`config.mk`:
```
export PLATFORM = sky130hd
export DESIGN_NAME = client_server_matcher_flat
export DESIGN_NICKNAME = d
export VERILOG_FILES = /design/src/rtl/csm_pkg.sv /design/src/rtl/csm_if.sv /design/src/rtl/client_server_matcher.sv /design/src/rtl/csm_ram.sv /design/src/rtl/csm_ctrl.sv /design/src/flat_wrapper.sv
export VERILOG_INCLUDE_DIRS = /design/src /design/src/rtl
export SDC_FILE = /design/constraint.sdc
export NUM_CORES = 1
export LEC_CHECK = 0
export BUFFER_PORTS_ARGS = -buffer_cell sky130_fd_sc_hd__buf_2
export CAP_MARGIN = 20
export CORE_MARGIN = 1
export CORE_UTILIZATION = 65
export DETAILED_ROUTE_END_ITERATION = 10
export PLACE_DENSITY_LB_ADDON = 0.3
export REMOVE_ABC_BUFFERS = 1
export SYNTH_ARGS = -nofsm -noshare
export SYNTH_HDL_FRONTEND = slang
export SYNTH_HIERARCHICAL = 1
export SYNTH_SLANG_ARGS = --single-unit
```
`constraint.sdc`:
```
create_clock -name clk -period 6.9 [get_ports clk]
set_clock_uncertainty 0.05 [all_clocks]
set_input_delay 0.69 -clock clk [delete_from_list [all_inputs] [get_ports clk]]
set_output_delay 0.69 -clock clk [all_outputs]
set_load 0.01 [all_outputs]
```
`src/rtl/client_server_matcher_assert.svh`:
```
// assertion macros for the client/server matcher
// expects signals clk and rst in the scope of each use
`ifndef CLIENT_SERVER_MATCHER_ASSERT_SVH
`define CLIENT_SERVER_MATCHER_ASSERT_SVH

// antecedent holds, consequent checked in the same cycle
`define CSM_ASSERT_NOW(label, ante, cons, msg) \
  label: assert property (@(posedge clk) disable iff (rst) (ante) |-> (cons)) \
    else $error(msg);

// antecedent holds, consequent checked in the following cycle
`define CSM_ASSERT_NEXT(label, ante, cons, msg) \
  label: assert property (@(posedge clk) disable iff (rst) (ante) |=> (cons)) \
    else $error(msg);

// antecedent holds, consequent checked later
`define CSM_ASSERT_LATER2(label, ante, cons, msg) \
  label: assert property (@(posedge clk) disable iff (rst) (ante) |-> ##2 (cons)) \
    else $error(msg);

`endif

```
`src/rtl/csm_pkg.sv`:
```
// shared constants and types for the client/server matcher
// no dependencies
package csm_pkg;

  // default sizes
  localparam int NUM_CLIENTS        = 16;
  localparam int NUM_SERVERS        = 4;
  localparam int CLIENT_QUEUE_DEPTH = 8;

  // field widths
  localparam int ID_W    = 4;
  localparam int SID_W   = 2;
  localparam int OC_W    = 2;
  localparam int SEATS_W = 4;

  localparam logic [SEATS_W-1:0] RESET_SEATS = 4'd5;

  typedef enum logic {
    FUNC_SERVER = 1'b0,
    FUNC_CLIENT = 1'b1
  } csm_func_t;

  typedef enum logic [OC_W-1:0] {
    OC_REJECT = 2'd0,
    OC_MATCH  = 2'd1,
    OC_DROP   = 2'd2
  } csm_outcome_t;

  typedef enum logic {
    ST_IDLE = 1'b0,
    ST_READ = 1'b1
  } csm_state_t;

endpackage

```
`src/rtl/csm_if.sv`:
```
// valid/ready channel interfaces for arrivals and results
// depends on csm_pkg for field widths
interface csm_in_if;
  logic                     valid;
  logic                     ready;
  logic                     func;
  logic [csm_pkg::ID_W-1:0] requester_id;

  modport source (output valid, output func, output requester_id, input ready);
  modport sink   (input valid, input func, input requester_id, output ready);
endinterface

interface csm_out_if;
  logic                      valid;
  logic                      ready;
  logic [csm_pkg::OC_W-1:0]  outcome;
  logic [csm_pkg::ID_W-1:0]  client_id;
  logic [csm_pkg::SID_W-1:0] server_id;

  modport source (output valid, output outcome, output client_id, output server_id,
                  input ready);
  modport sink   (input valid, input outcome, input client_id, input server_id,
                  output ready);
endinterface

```
`src/rtl/client_server_matcher.sv`:
```
// top level of the client/server matcher: control plus the two queue memories
// depends on csm_pkg, csm_if, csm_ram, csm_ctrl and the assertion header
//
// channel   dir  transfer payload
// arrival   in   func, requester_id
// result    out  outcome, client_id, server_id
// cfg       in   cfg_we/cfg_wdata write of the seat cap
//
// an arrival that queues or gets an immediate result (reject, drop) is handled in ST_IDLE;
// an arrival that matches also passes through ST_READ: the pop reads a queue memory with a
// registered read, and the result is loaded from the read data
// reset clears pointers, counts and the result valid flag, and sets the seat cap to 5
// a result waiting in the output register holds back arrivals only until transferred
`include "client_server_matcher_assert.svh"

module client_server_matcher #(
  parameter int NUM_SERVERS        = csm_pkg::NUM_SERVERS,
  parameter int CLIENT_QUEUE_DEPTH = csm_pkg::CLIENT_QUEUE_DEPTH
) (
  input  logic                        clk,
  input  logic                        rst,
  csm_in_if.sink                      arrival,
  csm_out_if.source                   result,
  input  logic                        cfg_we,
  input  logic [csm_pkg::SEATS_W-1:0] cfg_wdata
);
  import csm_pkg::*;

  localparam int CAW = (CLIENT_QUEUE_DEPTH > 1) ? $clog2(CLIENT_QUEUE_DEPTH) : 1;
  localparam int SAW = (NUM_SERVERS > 1) ? $clog2(NUM_SERVERS) : 1;

  logic             c_we, c_re, s_we, s_re;
  logic [CAW-1:0]   c_waddr, c_raddr;
  logic [ID_W-1:0]  c_wdata, c_rdata;
  logic [SAW-1:0]   s_waddr, s_raddr;
  logic [SID_W-1:0] s_wdata, s_rdata;

  // control and result register
  csm_ctrl #(
    .NUM_SERVERS        (NUM_SERVERS),
    .CLIENT_QUEUE_DEPTH (CLIENT_QUEUE_DEPTH)
  ) u_ctrl (
    .clk       (clk),
    .rst       (rst),
    .arrival   (arrival),
    .result    (result),
    .cfg_we    (cfg_we),
    .cfg_wdata (cfg_wdata),
    .c_we      (c_we),
    .c_waddr   (c_waddr),
    .c_wdata   (c_wdata),
    .c_re      (c_re),
    .c_raddr   (c_raddr),
    .c_rdata   (c_rdata),
    .s_we      (s_we),
    .s_waddr   (s_waddr),
    .s_wdata   (s_wdata),
    .s_re      (s_re),
    .s_raddr   (s_raddr),
    .s_rdata   (s_rdata)
  );

  // waiting client ids
  csm_ram #(
    .WIDTH (ID_W),
    .DEPTH (CLIENT_QUEUE_DEPTH)
  ) u_client_ram (
    .clk   (clk),
    .we    (c_we),
    .waddr (c_waddr),
    .wdata (c_wdata),
    .re    (c_re),
    .raddr (c_raddr),
    .rdata (c_rdata)
  );

  // idle server ids
  csm_ram #(
    .WIDTH (SID_W),
    .DEPTH (NUM_SERVERS)
  ) u_server_ram (
    .clk   (clk),
    .we    (s_we),
    .waddr (s_waddr),
    .wdata (s_wdata),
    .re    (s_re),
    .raddr (s_raddr),
    .rdata (s_rdata)
  );

  // checks
  `CSM_ASSERT_LATER2(a_pop_gives_result, c_re || s_re, result.valid, "pop without result")
  `CSM_ASSERT_NEXT(a_pop_blocks_arrival, c_re || s_re, !arrival.ready, "arrival during pop")
  `CSM_ASSERT_NOW(a_one_ram_op, c_we || s_we, !c_re && !s_re && !(c_we && s_we), "two ram ops")

endmodule

```
`src/rtl/csm_ram.sv`:
```
// generic single-port-write, single-port-read ram with registered read
// no dependencies
module csm_ram #(
  parameter int WIDTH = 4,
  parameter int DEPTH = 8
) (
  input  logic                                  clk,
  input  logic                                  we,
  input  logic [(DEPTH > 1 ? $clog2(DEPTH) : 1)-1:0] waddr,
  input  logic [WIDTH-1:0]                      wdata,
  input  logic                                  re,
  input  logic [(DEPTH > 1 ? $clog2(DEPTH) : 1)-1:0] raddr,
  output logic [WIDTH-1:0]                      rdata
);

  logic [WIDTH-1:0] mem [DEPTH];

  // write port
  always_ff @(posedge clk) begin
    if (we) begin
      mem[waddr] <= wdata;
    end
  end

  // registered read port
  always_ff @(posedge clk) begin
    if (re) begin
      rdata <= mem[raddr];
    end
  end

endmodule

```
`src/rtl/csm_ctrl.sv`:
```
// queue pointers, matching decision, ram requests and result register
// depends on csm_pkg and the channel interfaces
module csm_ctrl #(
  parameter int NUM_SERVERS        = csm_pkg::NUM_SERVERS,
  parameter int CLIENT_QUEUE_DEPTH = csm_pkg::CLIENT_QUEUE_DEPTH
) (
  input  logic                                  clk,
  input  logic                                  rst,
  csm_in_if.sink                                arrival,
  csm_out_if.source                             result,
  input  logic                                  cfg_we,
  input  logic [csm_pkg::SEATS_W-1:0]           cfg_wdata,
  // client queue memory
  output logic                                  c_we,
  output logic [(CLIENT_QUEUE_DEPTH > 1 ? $clog2(CLIENT_QUEUE_DEPTH) : 1)-1:0] c_waddr,
  output logic [csm_pkg::ID_W-1:0]              c_wdata,
  output logic                                  c_re,
  output logic [(CLIENT_QUEUE_DEPTH > 1 ? $clog2(CLIENT_QUEUE_DEPTH) : 1)-1:0] c_raddr,
  input  logic [csm_pkg::ID_W-1:0]              c_rdata,
  // server queue memory
  output logic                                  s_we,
  output logic [(NUM_SERVERS > 1 ? $clog2(NUM_SERVERS) : 1)-1:0] s_waddr,
  output logic [csm_pkg::SID_W-1:0]             s_wdata,
  output logic                                  s_re,
  output logic [(NUM_SERVERS > 1 ? $clog2(NUM_SERVERS) : 1)-1:0] s_raddr,
  input  logic [csm_pkg::SID_W-1:0]             s_rdata
);
  import csm_pkg::*;

  localparam int CAW   = (CLIENT_QUEUE_DEPTH > 1) ? $clog2(CLIENT_QUEUE_DEPTH) : 1;
  localparam int CCW   = $clog2(CLIENT_QUEUE_DEPTH + 1);
  localparam int CSW   = CCW + 1;
  localparam int CMP_W = (CCW > SEATS_W) ? CCW : SEATS_W;
  localparam int SAW   = (NUM_SERVERS > 1) ? $clog2(NUM_SERVERS) : 1;
  localparam int SCW   = $clog2(NUM_SERVERS + 1);
  localparam int SSW   = SCW + 1;
  localparam int NS_W  = 8;
  localparam int NUM_IDS = 1 << ID_W;

  // state registers
  csm_state_t       state, state_next;
  logic [CAW-1:0]   client_head, client_head_next;
  logic [CCW-1:0]   client_count, client_count_next;
  logic [SAW-1:0]   server_head, server_head_next;
  logic [SCW-1:0]   server_count, server_count_next;
  logic [SEATS_W-1:0] seat_cap;

  // pending match waiting on ram data
  logic             pend_srv_ram, pend_srv_ram_next;
  logic [ID_W-1:0]  pend_cid, pend_cid_next;
  logic [SID_W-1:0] pend_sid, pend_sid_next;

  // result register
  logic             out_valid, out_valid_next;
  csm_outcome_t     res_outcome, res_outcome_next;
  logic [ID_W-1:0]  res_cid, res_cid_next;
  logic [SID_W-1:0] res_sid, res_sid_next;

  logic             acc;
  logic [ID_W-1:0]  cid;
  logic [SID_W-1:0] sid;
  logic             sid_ok;
  logic             reject;
  logic [CSW-1:0]   c_slot_sum;
  logic [CSW-1:0]   c_slot;
  logic [SSW-1:0]   s_slot_sum;
  logic [SSW-1:0]   s_slot;
  logic [ID_W-1:0]  cid_map [NUM_IDS];

  // client id reduction table, built at elaboration
  for (genvar i = 0; i < NUM_IDS; i++) begin : g_cid_map
    localparam int RED = i % NUM_CLIENTS;
    assign cid_map[i] = ID_W'(RED);
  end

  assign acc = arrival.valid && arrival.ready;
  assign cid = cid_map[arrival.requester_id];
  assign sid = arrival.requester_id[SID_W-1:0];
  assign sid_ok = NS_W'(arrival.requester_id) < NS_W'(NUM_SERVERS);

  // seat limit is the smaller of the register and the storage depth
  assign reject = (CMP_W'(client_count) >= CMP_W'(seat_cap)) ||
                  (client_count == CCW'(CLIENT_QUEUE_DEPTH));

  // tail slots, wrapped without a divider
  assign c_slot_sum = CSW'(client_head) + CSW'(client_count);
  assign c_slot = (c_slot_sum >= CSW'(CLIENT_QUEUE_DEPTH)) ?
                  c_slot_sum - CSW'(CLIENT_QUEUE_DEPTH) : c_slot_sum;
  assign s_slot_sum = SSW'(server_head) + SSW'(server_count);
  assign s_slot = (s_slot_sum >= SSW'(NUM_SERVERS)) ?
                  s_slot_sum - SSW'(NUM_SERVERS) : s_slot_sum;

  // new arrival only from idle with the result register free or draining
  assign arrival.ready = (state == ST_IDLE) && (!out_valid || result.ready);

  assign result.valid     = out_valid;
  assign result.outcome   = res_outcome;
  assign result.client_id = res_cid;
  assign result.server_id = res_sid;

  // ram request addresses
  assign c_waddr = c_slot[CAW-1:0];
  assign c_wdata = cid;
  assign c_raddr = client_head;
  assign s_waddr = s_slot[SAW-1:0];
  assign s_wdata = sid;
  assign s_raddr = server_head;

  // state register, queue pointers, result valid flag and seat cap
  always_ff @(posedge clk) begin
    if (rst) begin
      state        <= ST_IDLE;
      client_head  <= '0;
      client_count <= '0;
      server_head  <= '0;
      server_count <= '0;
      out_valid    <= 1'b0;
      seat_cap     <= RESET_SEATS;
    end else begin
      state        <= state_next;
      client_head  <= client_head_next;
      client_count <= client_count_next;
      server_head  <= server_head_next;
      server_count <= server_count_next;
      out_valid    <= out_valid_next;
      if (cfg_we) begin
        seat_cap <= cfg_wdata;
      end
    end
  end

  // payload registers
  always_ff @(posedge clk) begin
    pend_srv_ram <= pend_srv_ram_next;
    pend_cid     <= pend_cid_next;
    pend_sid     <= pend_sid_next;
    res_outcome  <= res_outcome_next;
    res_cid      <= res_cid_next;
    res_sid      <= res_sid_next;
  end

  // matching decision
  always_comb begin
    state_next        = state;
    client_head_next  = client_head;
    client_count_next = client_count;
    server_head_next  = server_head;
    server_count_next = server_count;
    pend_srv_ram_next = pend_srv_ram;
    pend_cid_next     = pend_cid;
    pend_sid_next     = pend_sid;
    res_outcome_next  = res_outcome;
    res_cid_next      = res_cid;
    res_sid_next      = res_sid;
    out_valid_next    = out_valid && !result.ready;
    c_we = 1'b0;
    c_re = 1'b0;
    s_we = 1'b0;
    s_re = 1'b0;

    case (state)
      ST_IDLE: begin
        if (acc) begin
          if (arrival.func == FUNC_CLIENT) begin
            if (reject) begin
              out_valid_next   = 1'b1;
              res_outcome_next = OC_REJECT;
              res_cid_next     = cid;
              res_sid_next     = '0;
            end else if (client_count == '0 && server_count != '0) begin
              // pop oldest idle server
              s_re              = 1'b1;
              server_head_next  = (server_head == SAW'(NUM_SERVERS - 1)) ?
                                  '0 : server_head + SAW'(1);
              server_count_next = server_count - SCW'(1);
              pend_srv_ram_next = 1'b1;
              pend_cid_next     = cid;
              state_next        = ST_READ;
            end else begin
              c_we              = 1'b1;
              client_count_next = client_count + CCW'(1);
            end
          end else if (sid_ok) begin
            if (client_count != '0) begin
              // pop oldest waiting client
              c_re              = 1'b1;
              client_head_next  = (client_head == CAW'(CLIENT_QUEUE_DEPTH - 1)) ?
                                  '0 : client_head + CAW'(1);
              client_count_next = client_count - CCW'(1);
              pend_srv_ram_next = 1'b0;
              pend_sid_next     = sid;
              state_next        = ST_READ;
            end else if (server_count == SCW'(NUM_SERVERS)) begin
              out_valid_next   = 1'b1;
              res_outcome_next = OC_DROP;
              res_cid_next     = '0;
              res_sid_next     = sid;
            end else begin
              s_we              = 1'b1;
              server_count_next = server_count + SCW'(1);
            end
          end
        end
      end
      ST_READ: begin
        // ram data arrives, result register is free here
        out_valid_next   = 1'b1;
        res_outcome_next = OC_MATCH;
        res_cid_next     = pend_srv_ram ? pend_cid : c_rdata;
        res_sid_next     = pend_srv_ram ? s_rdata : pend_sid;
        state_next       = ST_IDLE;
      end
      default: begin
        state_next = ST_IDLE;
      end
    endcase
  end

endmodule
```
`src/flat_wrapper.sv`:
```
// flat-port wrapper written by rule: the top's interface ports become plain ports
module client_server_matcher_flat import csm_pkg::*;
#(
  parameter int NUM_SERVERS        = csm_pkg::NUM_SERVERS,
  parameter int CLIENT_QUEUE_DEPTH = csm_pkg::CLIENT_QUEUE_DEPTH
)
  (clk, rst, cfg_we, cfg_wdata, arrival_valid, arrival_func, arrival_requester_id, arrival_ready, result_valid, result_outcome, result_client_id, result_server_id, result_ready);
  csm_in_if arrival_i ();
  csm_out_if result_i ();
  input  logic clk;
  input  logic rst;
  input  logic cfg_we;
  input  logic [csm_pkg::SEATS_W-1:0] cfg_wdata;
  input wire logic [$bits(arrival_i.valid)-1:0] arrival_valid;
  input wire logic [$bits(arrival_i.func)-1:0] arrival_func;
  input wire logic [$bits(arrival_i.requester_id)-1:0] arrival_requester_id;
  output wire logic [$bits(arrival_i.ready)-1:0] arrival_ready;
  output wire logic [$bits(result_i.valid)-1:0] result_valid;
  output wire logic [$bits(result_i.outcome)-1:0] result_outcome;
  output wire logic [$bits(result_i.client_id)-1:0] result_client_id;
  output wire logic [$bits(result_i.server_id)-1:0] result_server_id;
  input wire logic [$bits(result_i.ready)-1:0] result_ready;
  assign arrival_i.valid = arrival_valid;
  assign arrival_i.func = arrival_func;
  assign arrival_i.requester_id = arrival_requester_id;
  assign arrival_ready = arrival_i.ready;
  assign result_valid = result_i.valid;
  assign result_outcome = result_i.outcome;
  assign result_client_id = result_i.client_id;
  assign result_server_id = result_i.server_id;
  assign result_i.ready = result_ready;
  client_server_matcher #(.NUM_SERVERS(NUM_SERVERS), .CLIENT_QUEUE_DEPTH(CLIENT_QUEUE_DEPTH)) u_core (.clk(clk), .rst(rst), .arrival(arrival_i), .result(result_i), .cfg_we(cfg_we), .cfg_wdata(cfg_wdata));
endmodule
```
==> impl_metrics.yaml <==
outcome:
  status: "complete, no violations"
detailed_routing:
  first_iter_violations: 210
  ant_nets: 0
  drt-pass1-iter-count: 4
  post_drt_wl_per_cell_microns: 18.5
  drc: 0
  vias: 2172
  totalWireLength_microns: 6610
  via_per_inst: 6.08
flow_run:
  max_cap_violations: 0
finish:
  layout_common_cells: "edfxtp_1, buf_2, nor2_1"
  mostFrequentLayoutCell: "edfxtp_1"
  syn_to_final_growth_pct: 8.82
  nNetsFinal: 308
  num_antenna_cells: 0
  drive_above_1_share_pct: 18.6
synthesis:
  yosysTopAreaCellShare_pct: 49.7
  synth.cell_area_sq_um: 3690
  synthTopCellsByArea: "edfxtp_1, dfxtp_1, mux4_1"
  synth-edff-count: 61
  syn_avg_cell_area_sq_um: 14.2
  synth_cell_types: 50
  synth_top_area_cell: "edfxtp_1"
  ys_seq_elements: 79
  synthArstFlopShare_pct: 0
  synth_cells: 260
  ys_seq_area_share_pct: 59.4
  yosys_warnings: 6
  ys.flop_type: "edfxtp_1"
global_route:
  grt_max_degree: 17
  first_global_vias: 2226
  grt_first_pass_wirelength_microns: 10900
  gr-total-overflow: 0
  grt_antenna_before_repair: 0
  track_usage_pct: 25.2
power:
  p_per_area_nw_per_um2: 298
  ir_drop_mv: 0.187
  leakagePower_nw: 1.46
clocking:
  cts.sinks: 79
  clkTransAtPathRegs_ns: 0.07
  worstSkewPairLatency_ns: 0.35
  postCtsSetupRepairBufs: 0
  root_buffer: "clkbuf_8"
  ctsHoldBuffers: 0
  htree_levels: 3
  cts_tree: "yes"
  clk_path_buf_depth: 2
  numCtsBuffers: 9
  cts_resized: 0
worst_setup_path:
  cp.arrival_ns: 3.03
  critical_path.max_fanout: 7
  slowest_stage: "dfxtp_1"
  start_kind: "flip-flop"
  end_kind: "flip-flop"
  path_cells: "inv_1 -> ha_1 -> nor3b_1 -> nor2_1 -> or3_4 -> nor2_1 -> nand2_1 -> nor3_1"
  worst-path-buf-inv: 1
  path_class: "reg2reg"
  cp_top_family: "simple AND/OR/NAND/NOR gates"
  required_ns: 6.84
  crit_top_cell: "nor2_1"
  worst_path_largest_cell_delay_ns: 0.51
floorplanning:
  core_area_sq_um: 5470
  num_rows: 27
  pin_count: 24
  die_w_microns: 77.3
  die-area_sq_um: 5980
  die_h_microns: 77.3
  initial_core_util_pct: 67.4
sta:
  setup_viol: 0
  slew_headroom_pct: 56.9
  worstMarginPinSlew_ns: 0.645
  period_needed_ns: 3.10
  rsz0062_at_grt: "false"
  hold_violations: 0
  final_max_slew_viol_count: 0
  fmax_mhz: 323
  holdWs_ns: 0.443
  period_share_pct: 44.9
  tns_ns: 0
hold_path:
  min_path_type: "reg2reg"
placement:
  portBuffers: 23
  dp_hpwl_microns: 4620
  gp_congestion: 0.879
power by group:
group	internal, mW	switching [mW]
Combinational	0.0961	0.143
Sequential	0.553	0.0301
Clock	0.213	0.159
Total	0.862	0.333
stage by stage:
| stage | instance area [sq um] | worst slack, ns | utilization (%) | cells | power (mW) |
|---|---|---|---|---|---|
| after floorplan | 3590 | 4.16 | - | 246 | 0.758 |
| after global placement | 3800 | 3.66 | 69.4 | 341 | 0.821 |
| after CTS | 4010 | 3.82 | 73.3 | 357 | 1.20 |
| after detailed placement | 3800 | 3.59 | 69.4 | 341 | 0.828 |
| after global routing | 4010 | 3.67 | 73.3 | 357 | 1.25 |
| final | 4010 | 3.80 | 73.3 | 357 | 1.19 |
cell type report:
cell class | count | area, sq um
Sequential cell | 79 | 2190
Fill cell | 371 | 1460
Multi-Input combinational cell | 153 | 1350
Clock buffer | 12 | 145
Timing Repair Buffer | 23 | 115
Tap cell | 72 | 90.1
Clock inverter | 4 | 70.1
Inverter | 14 | 52.6
routing by layer:
layer	global-route usage, %	up-vias	wire length [microns]
met4	13.2	0	157
li1	-	1022	-
met3	7.18	18	309
met5	0	-	0
met2	40.6	70	3360
met1	31.0	1062	2790
sequential cells by signal, summed over array words and instances (netlist names):
name / count
u_core/u_ctrl/client_count: 4
u_core/u_ctrl/c_raddr: 3
u_core/u_client_ram/rdata: 4
u_core/u_ctrl/pend_cid: 4
u_core/u_server_ram/rdata: 2
u_core/u_ctrl/s_raddr: 2
u_core/u_ctrl/server_count: 3
u_core/u_ctrl/pend_srv_ram: 1
u_core/u_ctrl/seat_cap: 4
u_core/u_ctrl/result.server_id: 2
u_core/u_ctrl/state: 1
u_core/u_ctrl/pend_sid: 2
u_core/u_client_ram/mem: 32
u_core/u_ctrl/result.valid: 1
u_core/u_server_ram/mem: 8
u_core/u_ctrl/result.outcome: 2
u_core/u_ctrl/result.client_id: 4
final timing paths:
kind	from	endpoint	slack [ns]	cells after the start
max	u_core/u_ctrl/client_count[0]	u_core/u_client_ram/mem[4][2]	3.80	8
min	u_core/u_ctrl/seat_cap[2]	u_core/u_ctrl/seat_cap[2]	0.44	2
max reg2reg	u_core/u_ctrl/client_count[0]	u_core/u_client_ram/mem[4][2]	3.80	8
min reg2reg	u_core/u_ctrl/seat_cap[2]	u_core/u_ctrl/seat_cap[2]	0.44	2
cell usage after synthesis, types with 2 or more instances:
master,n
buf_4,7
a21o_1,2
mux2i_1,12
or3_4,2
edfxtp_1,61
clkbuf_1,4
inv_1,12
xor2_1,2
nor2b_1,2
dfxtp_1,18
nor3_1,9
and3_1,3
o211ai_1,5
o21ai_0,9
mux4_1,10
nand3_1,2
a211oi_1,2
mux2_2,4
buf_6,2
xnor2_1,5
nor2_1,23
nor3b_1,2
ha_1,11
a21oi_1,7
nand2_1,12
fa_1,3
nand2b_1,3
or4_1,2
o311a_1,2
and3b_1,2
worst min-delay path, cell delays in order (launching register included):
cell	delay (ns)
dfxtp_1	0.30
inv_1	0.07
o211ai_1	0.08
logic make-up (layout without fill, tap and decap cells):
| family | after synthesis | after routing | share of synthesized area [%] |
|---|---|---|---|
| flops | 79 | 79 | 59.4 |
| xor+xnor | 7 | 7 | 1.66 |
| fa+ha+maj | 14 | 14 | 5.36 |
| simple gates | 71 | 71 | 11.3 |
| compound gates | 34 | 34 | 6.31 |
| mux | 27 | 27 | 11.9 |
| buf+inv | 28 | 53 | 4.00 |
Note: power is estimated with default switching activity, not from simulation.
